File: src/rtl/shll_pkg.sv
// Package for the seeded histogram log-likelihood block.
// Holds widths, register indexes, the request struct and the sequencer states.
package shll_pkg;
    localparam int MaxBins = 32;
    localparam int BinBits = 5;
    localparam int CountBits = 21;
    localparam int QueueDepth = 4;
    localparam int QueuePtrBits = 2;
    localparam logic [CountBits-1:0] CountMax = {CountBits{1'b1}};
    localparam logic [17:0] EmptyEnergy = 18'd256000;
    localparam logic [31:0] Ln2Q32 = 32'd2977044472;

    localparam logic [0:0] RegNumBins = 1'd0;
    localparam logic [0:0] RegSeedThreshold = 1'd1;

    typedef struct packed {
        logic               emit;
        logic [BinBits-1:0] bin;
        logic [BinBits-1:0] last_bin;
    } req_t;

    typedef enum logic [2:0] {
        ST_IDLE,
        ST_READ,
        ST_LOG_TOTAL,
        ST_LOG_COUNT,
        ST_SCALE,
        ST_ROUND
    } state_t;
endpackage

File: src/rtl/shll_front.sv
// Front end: qualifies pixel requests and computes their bin.
// Depends on shll_pkg.
module shll_front
(
    input  logic                       start,
    input  logic                       op,
    input  logic [16:0]                pixel_value,
    input  logic [15:0]                seed_level,
    input  logic [5:0]                 num_bins_q,
    input  logic [15:0]                seed_threshold_q,
    output logic                       push,
    output shll_pkg::req_t             req
);
    logic [5:0]  nb;
    logic [22:0] prod;
    logic [6:0]  raw;

    always_comb
    begin
        nb = num_bins_q;
        if (nb == 6'd0)
        begin
            nb = 6'd1;
        end
        else if (nb > 6'd32)
        begin
            nb = 6'd32;
        end
        prod = {6'd0, pixel_value} * {17'd0, nb};
        raw = {1'b0, prod[21:16]};
        req.emit = op;
        req.last_bin = shll_pkg::BinBits'(nb - 6'd1);
        if (pixel_value[16] || raw >= {1'b0, nb})
        begin
            req.bin = shll_pkg::BinBits'(nb - 6'd1);
        end
        else
        begin
            req.bin = raw[shll_pkg::BinBits-1:0];
        end
        push = start && (op || (seed_level > seed_threshold_q));
    end
endmodule

File: src/rtl/shll_queue.sv
// Short request queue between front end and back end.
// Depends on shll_pkg.
module shll_queue
(
    input  logic           clk,
    input  logic           rst_n,
    input  logic           push,
    input  shll_pkg::req_t push_req,
    input  logic           pop,
    output logic           empty,
    output logic           full,
    output shll_pkg::req_t head
);
    shll_pkg::req_t mem_reg [shll_pkg::QueueDepth];
    logic [shll_pkg::QueuePtrBits-1:0] wr_reg;
    logic [shll_pkg::QueuePtrBits-1:0] rd_reg;
    logic [shll_pkg::QueuePtrBits:0]   cnt_reg;

    assign empty = (cnt_reg == '0);
    assign full = (cnt_reg == (shll_pkg::QueuePtrBits+1)'(shll_pkg::QueueDepth));
    assign head = mem_reg[rd_reg];

    always_ff @(posedge clk)
    begin
        if (push)
        begin
            mem_reg[wr_reg] <= push_req;
        end
    end

    always_ff @(posedge clk or negedge rst_n)
    begin
        if (!rst_n)
        begin
            wr_reg <= '0;
            rd_reg <= '0;
            cnt_reg <= '0;
        end
        else
        begin
            if (push)
            begin
                wr_reg <= wr_reg + 1'b1;
            end
            if (pop)
            begin
                rd_reg <= rd_reg + 1'b1;
            end
            cnt_reg <= cnt_reg + (push ? 1'b1 : 1'b0) - (pop ? 1'b1 : 1'b0);
        end
    end
endmodule

File: src/rtl/shll_log2.sv
// Iterative log2 in Q.16 by repeated squaring, one square per cycle.
// Depends on shll_pkg.
module shll_log2
(
    input  logic        clk,
    input  logic        rst_n,
    input  logic        go,
    input  logic [shll_pkg::CountBits-1:0] x,
    output logic        done,
    output logic [20:0] result
);
    logic [32:0] m_reg, m_next;
    logic [20:0] r_reg, r_next;
    logic [4:0]  step_reg, step_next;
    logic        run_reg, run_next;
    logic        done_reg, done_next;
    logic [4:0]  p;
    logic [65:0] sq;
    logic [34:0] sqs;

    assign done = done_reg;
    assign result = r_reg;

    always_comb
    begin
        p = '0;
        for (int i = 0; i < shll_pkg::CountBits; i++)
        begin
            if (x[i])
            begin
                p = 5'(i);
            end
        end
        sq = m_reg * m_reg;
        sqs = sq[65:31];
        m_next = m_reg;
        r_next = r_reg;
        step_next = step_reg;
        run_next = run_reg;
        done_next = 1'b0;
        if (go)
        begin
            m_next = 33'({12'd0, x} << (5'd31 - p));
            r_next = {p, 16'd0};
            step_next = '0;
            run_next = 1'b1;
        end
        else if (run_reg)
        begin
            if (sqs[32])
            begin
                m_next = sqs[33:1];
                r_next = r_reg | (21'd1 << (4'd15 - step_reg[3:0]));
            end
            else
            begin
                m_next = sqs[32:0];
            end
            step_next = step_reg + 5'd1;
            if (step_reg == 5'd15)
            begin
                run_next = 1'b0;
                done_next = 1'b1;
            end
        end
    end

    always_ff @(posedge clk)
    begin
        m_reg <= m_next;
        r_reg <= r_next;
        step_reg <= step_next;
    end

    always_ff @(posedge clk or negedge rst_n)
    begin
        if (!rst_n)
        begin
            run_reg <= 1'b0;
            done_reg <= 1'b0;
        end
        else
        begin
            run_reg <= run_next;
            done_reg <= done_next;
        end
    end
endmodule

File: src/rtl/shll_back.sv
// Back end: updates the count memory and streams energies on emit.
// Depends on shll_pkg and shll_log2.
module shll_back
(
    input  logic           clk,
    input  logic           rst_n,
    input  logic           empty,
    input  shll_pkg::req_t head,
    output logic           pop,
    output logic           busy_back,
    output logic           result_valid,
    output logic [4:0]     bin_index,
    output logic [17:0]    energy,
    output logic           last
);
    logic [shll_pkg::CountBits-1:0] cnt_mem [shll_pkg::MaxBins];
    logic [shll_pkg::MaxBins-1:0]   vld_reg, vld_next;
    logic [shll_pkg::CountBits-1:0] total_reg, total_next;
    logic [shll_pkg::CountBits-1:0] rd_data_reg;
    logic                           rd_vld_reg;
    logic [shll_pkg::BinBits-1:0]   rd_addr;
    logic                           inc_v_reg, inc_v_next;
    logic [shll_pkg::BinBits-1:0]   inc_bin_reg, inc_bin_next;
    logic                           fwd_v_reg;
    logic [shll_pkg::CountBits-1:0] fwd_data_reg;
    shll_pkg::state_t state_reg, state_next;
    logic [shll_pkg::BinBits-1:0] idx_reg, idx_next;
    logic [shll_pkg::BinBits-1:0] lastb_reg, lastb_next;
    logic [20:0] lt_reg, lt_next;
    logic [52:0] prod_reg, prod_next;
    logic [20:0] d;
    logic        wr_en;
    logic [shll_pkg::BinBits-1:0] wr_addr;
    logic [shll_pkg::CountBits-1:0] wr_data;
    logic [shll_pkg::CountBits-1:0] cur;
    logic        lg_go, lg_done;
    logic [shll_pkg::CountBits-1:0] lg_x;
    logic [20:0] lg_r;
    logic        res_v_reg, res_v_next;
    logic [4:0]  res_i_reg, res_i_next;
    logic [17:0] res_e_reg, res_e_next;
    logic        res_l_reg, res_l_next;

    shll_log2 u_log2 (.clk(clk), .rst_n(rst_n), .go(lg_go), .x(lg_x),
        .done(lg_done), .result(lg_r));

    assign result_valid = res_v_reg;
    assign bin_index = res_i_reg;
    assign energy = res_e_reg;
    assign last = res_l_reg;
    assign busy_back = (state_reg != shll_pkg::ST_IDLE);

    always_comb
    begin
        cur = fwd_v_reg ? fwd_data_reg : (rd_vld_reg ? rd_data_reg : '0);
        rd_addr = (state_reg == shll_pkg::ST_IDLE) ? head.bin : idx_reg;
        state_next = state_reg;
        idx_next = idx_reg;
        lastb_next = lastb_reg;
        lt_next = lt_reg;
        prod_next = prod_reg;
        total_next = total_reg;
        vld_next = vld_reg;
        inc_v_next = 1'b0;
        inc_bin_next = inc_bin_reg;
        pop = 1'b0;
        wr_en = inc_v_reg;
        wr_addr = inc_bin_reg;
        wr_data = (cur != shll_pkg::CountMax) ? cur + 1'b1 : cur;
        lg_go = 1'b0;
        lg_x = total_reg;
        res_v_next = 1'b0;
        res_i_next = res_i_reg;
        res_e_next = res_e_reg;
        res_l_next = 1'b0;
        d = (lt_reg > lg_r) ? (lt_reg - lg_r) : '0;
        case (state_reg)
            shll_pkg::ST_IDLE:
            begin
                if (!empty)
                begin
                    pop = 1'b1;
                    if (head.emit)
                    begin
                        idx_next = '0;
                        lastb_next = head.last_bin;
                        state_next = shll_pkg::ST_READ;
                    end
                    else
                    begin
                        inc_v_next = 1'b1;
                        inc_bin_next = head.bin;
                        vld_next[head.bin] = 1'b1;
                        if (total_reg != shll_pkg::CountMax)
                        begin
                            total_next = total_reg + 1'b1;
                        end
                    end
                end
            end
            shll_pkg::ST_READ:
            begin
                lg_go = 1'b1;
                lg_x = total_reg;
                state_next = shll_pkg::ST_LOG_TOTAL;
            end
            shll_pkg::ST_LOG_TOTAL:
            begin
                if (lg_done)
                begin
                    lt_next = lg_r;
                    lg_go = 1'b1;
                    lg_x = rd_vld_reg ? rd_data_reg : '0;
                    state_next = shll_pkg::ST_LOG_COUNT;
                end
            end
            shll_pkg::ST_LOG_COUNT:
            begin
                if (lg_done)
                begin
                    prod_next = {32'd0, d} * {21'd0, shll_pkg::Ln2Q32};
                    state_next = shll_pkg::ST_SCALE;
                end
            end
            shll_pkg::ST_SCALE:
            begin
                prod_next = prod_reg + (53'd1 << 39);
                state_next = shll_pkg::ST_ROUND;
            end
            shll_pkg::ST_ROUND:
            begin
                res_v_next = 1'b1;
                res_i_next = idx_reg;
                res_l_next = (idx_reg == lastb_reg);
                if (!rd_vld_reg || rd_data_reg == '0 || total_reg == '0)
                begin
                    res_e_next = shll_pkg::EmptyEnergy;
                end
                else
                begin
                    res_e_next = {5'd0, prod_reg[52:40]};
                end
                if (idx_reg == lastb_reg)
                begin
                    vld_next = '0;
                    total_next = '0;
                    state_next = shll_pkg::ST_IDLE;
                end
                else
                begin
                    idx_next = idx_reg + 1'b1;
                    state_next = shll_pkg::ST_READ;
                end
            end
            default:
            begin
                state_next = shll_pkg::ST_IDLE;
            end
        endcase
    end

    always_ff @(posedge clk)
    begin
        if (wr_en)
        begin
            cnt_mem[wr_addr] <= wr_data;
        end
        rd_data_reg <= cnt_mem[rd_addr];
        fwd_data_reg <= wr_data;
        inc_bin_reg <= inc_bin_next;
        lt_reg <= lt_next;
        prod_reg <= prod_next;
        idx_reg <= idx_next;
        lastb_reg <= lastb_next;
        res_i_reg <= res_i_next;
        res_e_reg <= res_e_next;
    end

    always_ff @(posedge clk or negedge rst_n)
    begin
        if (!rst_n)
        begin
            state_reg <= shll_pkg::ST_IDLE;
            vld_reg <= '0;
            total_reg <= '0;
            rd_vld_reg <= 1'b0;
            inc_v_reg <= 1'b0;
            fwd_v_reg <= 1'b0;
            res_v_reg <= 1'b0;
            res_l_reg <= 1'b0;
        end
        else
        begin
            state_reg <= state_next;
            vld_reg <= vld_next;
            total_reg <= total_next;
            rd_vld_reg <= vld_reg[rd_addr];
            inc_v_reg <= inc_v_next;
            fwd_v_reg <= wr_en && (wr_addr == rd_addr);
            res_v_reg <= res_v_next;
            res_l_reg <= res_l_next;
        end
    end
endmodule

File: src/rtl/seeded_histogram_log_likelihood.sv
// Seeded histogram with negative log likelihood readout.
// Pixel requests: one per cycle unless busy; no result; queued, then counted.
// Emit request: one result per bin in use, in order; last flags the final one.
// busy rises while an emit runs or the queue is full; results cannot be stalled.
// Reset clears counts (valid bits), total, queue and restores register defaults.
// Depends on shll_pkg, shll_front, shll_queue, shll_back.
module seeded_histogram_log_likelihood
(
    input  logic        clk,
    input  logic        rst_n,
    input  logic        start,
    output logic        busy,
    input  logic        op,
    input  logic [16:0] pixel_value,
    input  logic [15:0] seed_level,
    input  logic        cfg_we,
    input  logic [0:0]  cfg_index,
    input  logic [15:0] cfg_data,
    output logic        result_valid,
    output logic [4:0]  bin_index,
    output logic [17:0] energy,
    output logic        last
);
    logic [5:0]  num_bins_reg;
    logic [15:0] seed_threshold_reg;
    logic        push, pop, q_empty, q_full, busy_back, emit_pend_reg;
    shll_pkg::req_t req, head;

    assign busy = q_full || emit_pend_reg || busy_back;

    shll_front u_front (.start(start && !busy), .op(op), .pixel_value(pixel_value),
        .seed_level(seed_level), .num_bins_q(num_bins_reg),
        .seed_threshold_q(seed_threshold_reg), .push(push), .req(req));

    shll_queue u_queue (.clk(clk), .rst_n(rst_n), .push(push), .push_req(req),
        .pop(pop), .empty(q_empty), .full(q_full), .head(head));

    shll_back u_back (.clk(clk), .rst_n(rst_n), .empty(q_empty), .head(head),
        .pop(pop), .busy_back(busy_back), .result_valid(result_valid),
        .bin_index(bin_index), .energy(energy), .last(last));

    always_ff @(posedge clk or negedge rst_n)
    begin
        if (!rst_n)
        begin
            num_bins_reg <= 6'd20;
            seed_threshold_reg <= 16'd6554;
            emit_pend_reg <= 1'b0;
        end
        else
        begin
            if (cfg_we && cfg_index == shll_pkg::RegNumBins)
            begin
                num_bins_reg <= cfg_data[5:0];
            end
            if (cfg_we && cfg_index == shll_pkg::RegSeedThreshold)
            begin
                seed_threshold_reg <= cfg_data;
            end
            if (push && req.emit)
            begin
                emit_pend_reg <= 1'b1;
            end
            else if (pop && head.emit)
            begin
                emit_pend_reg <= 1'b0;
            end
        end
    end

    a_last_valid: assert property (@(posedge clk) disable iff (!rst_n)
        last |-> result_valid) else $error("last without result");
    a_no_push_full: assert property (@(posedge clk) disable iff (!rst_n)
        q_full |-> !push) else $error("push into full queue");
    a_result_busy: assert property (@(posedge clk) disable iff (!rst_n)
        result_valid |-> $past(busy)) else $error("result while idle");
endmodule

File: config.mk
export PLATFORM = sky130hd
export DESIGN_NAME = seeded_histogram_log_likelihood
export DESIGN_NICKNAME = d
export VERILOG_FILES = /design/src/rtl/shll_pkg.sv /design/src/rtl/shll_front.sv /design/src/rtl/shll_queue.sv /design/src/rtl/shll_log2.sv /design/src/rtl/shll_back.sv /design/src/rtl/seeded_histogram_log_likelihood.sv
export SDC_FILE = /design/constraint.sdc
export NUM_CORES = 2
export LEC_CHECK = 0
export CELL_PAD_IN_SITES_DETAIL_PLACEMENT = 1
export CELL_PAD_IN_SITES_GLOBAL_PLACEMENT = 1
export CORE_MARGIN = 2
export CORE_UTILIZATION = 35
export DETAILED_ROUTE_END_ITERATION = 8
export DONT_BUFFER_PORTS = 1
export PLACE_DENSITY = 0.63
export SYNTH_ARGS = -nofsm -noshare
export SYNTH_HDL_FRONTEND = slang
export SYNTH_SLANG_ARGS = --single-unit
File: constraint.sdc
create_clock -name clk -period 9.3 [get_ports clk]
set_clock_uncertainty 0.05 [all_clocks]
set_input_delay 1.86 -clock clk [delete_from_list [all_inputs] [get_ports clk]]
set_output_delay 1.86 -clock clk [all_outputs]
set_load 0.01 [all_outputs]
==> flow_summary_export.csv <==
group,metric,value,unit
status,status,"complete, no violations",
route,wl,245000,um
clocking,cts_root_buf,"clkbuf_16",
timing,max-slew-margin-rel,0.139,
timing,fmaxAchievable,111,MHz
worst_hold_path,hold_path.class,"reg -> reg",
cells_and_area,largest_reg_flops,672,
die,die_w,495,um
timing,setup_viol,0,
global_routing,grt_use_total,0.202,
cells_and_area,fill_cells,26400,
worst_setup_path,cpMostUsedCell,"fa_1",
cells_and_area,layout.nets,9639,
clocking,htree_levels,3,
worst_setup_path,critPathMaxFanout,3,
route,wire_per_inst,22.0,um
global_routing,grt_antenna_before_repair,7,
worst_setup_path,end_kind,"flip-flop",
cells_and_area,post-route-util,0.388,
worst_setup_path,cp_data_arrival_time,9.37,ns
timing,fin_crit_sh,0.968,
clocking,cts.path.max_buffers,3,
synthesis,ys_seq_elements,979,
placement,portBuffers,0,
clocking,worstSkewPairLatency,0.74,ns
timing,tightest_slew,1.29,ns
synthesis,synth-edff-count,823,
placement,placedCellCount,10900,
die,rows,180,
timing,grt_setup_unrepaired,"yes",
synthesis,avgSynthCellArea,10.8,um^2
worst_setup_path,cp.required,9.67,ns
timing,report.final.slew_viol_count,0,
timing,hold_violations,0,
worst_setup_path,crit_buf_inv,10,
timing,final.setup.tns,0,ns
synthesis,synth_warnings,0,
clocking,cts_tree,"done",
die,die_height,495,um
clocking,hold_buffers,0,
synthesis,synth_nets,9601,
synthesis,ys_types,93,
global_routing,grt_pass1_vias,63600,
die,design.core.area,0.240,mm^2
route,drtIter0Drc,3138,
cells_and_area,finalNonFillerCells,11100,
clocking,path_clk_slew,0.06,ns
synthesis,synth_cells,7829,
route,dr.pass1.iters,5,
worst_setup_path,crit_slowest_cell,"fa_1",
route,drtAntennaViolNets,0,
die,ios,81,
global_routing,overflow,0,
synthesis,yosysSeqAreaShare,0.336,
timing,min_period,9.01,ns
global_routing,grt_max_degree,166,
synthesis,synth_ff_type,"edfxtp_1",
worst_setup_path,critPathTopFamily,"adder cells",
synthesis,synth_area,0.0843,mm^2
timing,fin_ws,0.294,ns
cells_and_area,drive_gt1_frac,0.0783,
global_routing,grt_pass1_wl,382000,um
cells_and_area,area_growth,10.5,%
placement,dp_hpwl,180000,um
route,drc,0,
route,post_drt_via_cell_ratio,5.12,
clocking,cts.sinks,979,
worst_setup_path,startpoint_type,"flip-flop",
clocking,numCtsBuffers,101,
die,die-area,0.245,mm^2
route,vias,57100,
worst_setup_path,max_stage_delay,0.56,ns
worst_setup_path,path_class,"reg -> reg",
flow_run,max-cap-violations,0,
die,start_util,0.351,
placement,gp_congestion,0.872,
placement,dp_slack,-0.382,ns
synthesis,synthArstFlopShare,0.0950,
[area by class of cell]
| cell class | instances | area, um^2 | area share |
|---|---|---|---|
| Antenna cell | 5 | 12.5 | 0.000134 |
| Inverter | 1490 | 5610 | 0.0602 |
| Clock inverter | 45 | 429 | 0.00461 |
| Clock buffer | 145 | 2840 | 0.0304 |
| Multi-Input combinational cell | 5011 | 49600 | 0.533 |
| Timing Repair Buffer | 284 | 2330 | 0.0250 |
| Sequential cell | 979 | 28300 | 0.304 |
| Tap cell | 3185 | 3990 | 0.0428 |
[cells in the mapped netlist (all sizes together), types with 20 or more instances]
library cell,number,area (um^2)
inv,1480,5560
fa,1127,22600
nand2,850,3190
edfxtp,823,24700
ha,590,7380
and2,455,2850
nor2,318,1190
clkbuf,300,1130
a21oi,263,1320
a211oi,261,1960
o21ai,112,576
a31oi,111,701
a311oi,93,815
dfrtp,84,2100
xnor2,83,727
a21o,82,616
xor2,65,569
nand3,64,320
dfxtp,63,1260
nor3,54,275
buf,49,264
mux2i,48,480
and3,42,263
nor2b,40,250
mux2,39,439
nand4,39,244
nand2b,24,150
o211ai,20,150
[metrics by stage]
step / hold WS [ns] / instance area (um^2)
2_1_floorplan: 0.358 / 84300
3_3_place_gp: 0.359 / 89300
3_5_place_dp: 0.373 / 89300
4_1_cts: 0.388 / 92600
5_1_grt: 0.391 / 93100
6_report: 0.383 / 93100
[placed cells by master, fill, tap and decap left out, types with 20 or more instances in the layout]
cell type	instances
clkbuf_1	32
nand2b_1	24
a21oi_1	250
a211oi_1	258
nand3_1	64
mux2i_1	43
o21ai_0	90
a21o_1	82
nor2b_1	39
ha_1	585
nor2_2	37
a31oi_1	106
clkinv_1	27
mux2_2	38
and2_1	352
fa_1	1124
dfxtp_1	62
nand2_1	850
nor3_1	52
inv_1	1470
xor2_1	59
clkbuf_16	103
edfxtp_1	823
buf_4	266
a311oi_1	93
and2_0	102
nand4_1	39
o211ai_1	20
nor2_1	280
dfrtp_1	84
and3_1	41
xnor2_1	75
[worst register-to-register path, delay by kind of cell (launching register included)]
kind | cells | cell delay (ns)
fa+ha+maj | 10 | 4.00
buf+inv | 10 | 0.81
compound gates | 17 | 2.75
simple gates | 4 | 0.38
flops | 1 | 0.38
xor+xnor | 2 | 0.32
[path summary, 6_finish.rpt]
kind                                               start                    end  slack [ns]  depth (start not counted)
worst max-delay path                    u_back.lt_reg[0]    u_back.prod_reg[52]        0.29                         43
worst min-delay path            u_back.u_log2.result[12]      u_back.lt_reg[12]        0.38                          0
worst max register to register          u_back.lt_reg[0]    u_back.prod_reg[52]        0.29                         43
worst min register to register  u_back.u_log2.result[12]      u_back.lt_reg[12]        0.38                          0
max in group asynchronous                          rst_n  seed_threshold_reg[8]        8.10                          0
min in group asynchronous                          rst_n        num_bins_reg[5]        0.79                          0
[per-layer routing]
layer  vias up  share of wire  wire length, um  global-route usage
met3       281          0.035             8550              0.0199
li1      25700              -                -                   -
met5         -              0                0                   0
met1     30200           0.45           109000               0.274
met2       897           0.50           122000               0.348
met4         0          0.023             5580              0.0460
[what timing repair did]
item                                    4_1_cts  5_1_grt
endpoints found under the setup margin       10       39
buffers inserted                              2       34
pin swaps                                    10       36
resized for setup                            10       56
[cell families after synthesis]
kind of cell | count (synthesis) | synth area share
simple gates | 1972 | 0.111
fa+ha+maj | 1717 | 0.355
xor+xnor | 148 | 0.0154
mux | 98 | 0.0138
flops | 979 | 0.336
buf+inv | 1839 | 0.0828
compound gates | 1076 | 0.0861
Power is left out: the tool's default activity adds up to more than one toggle a clock period on the data nets, which glitch-free logic cannot reach.
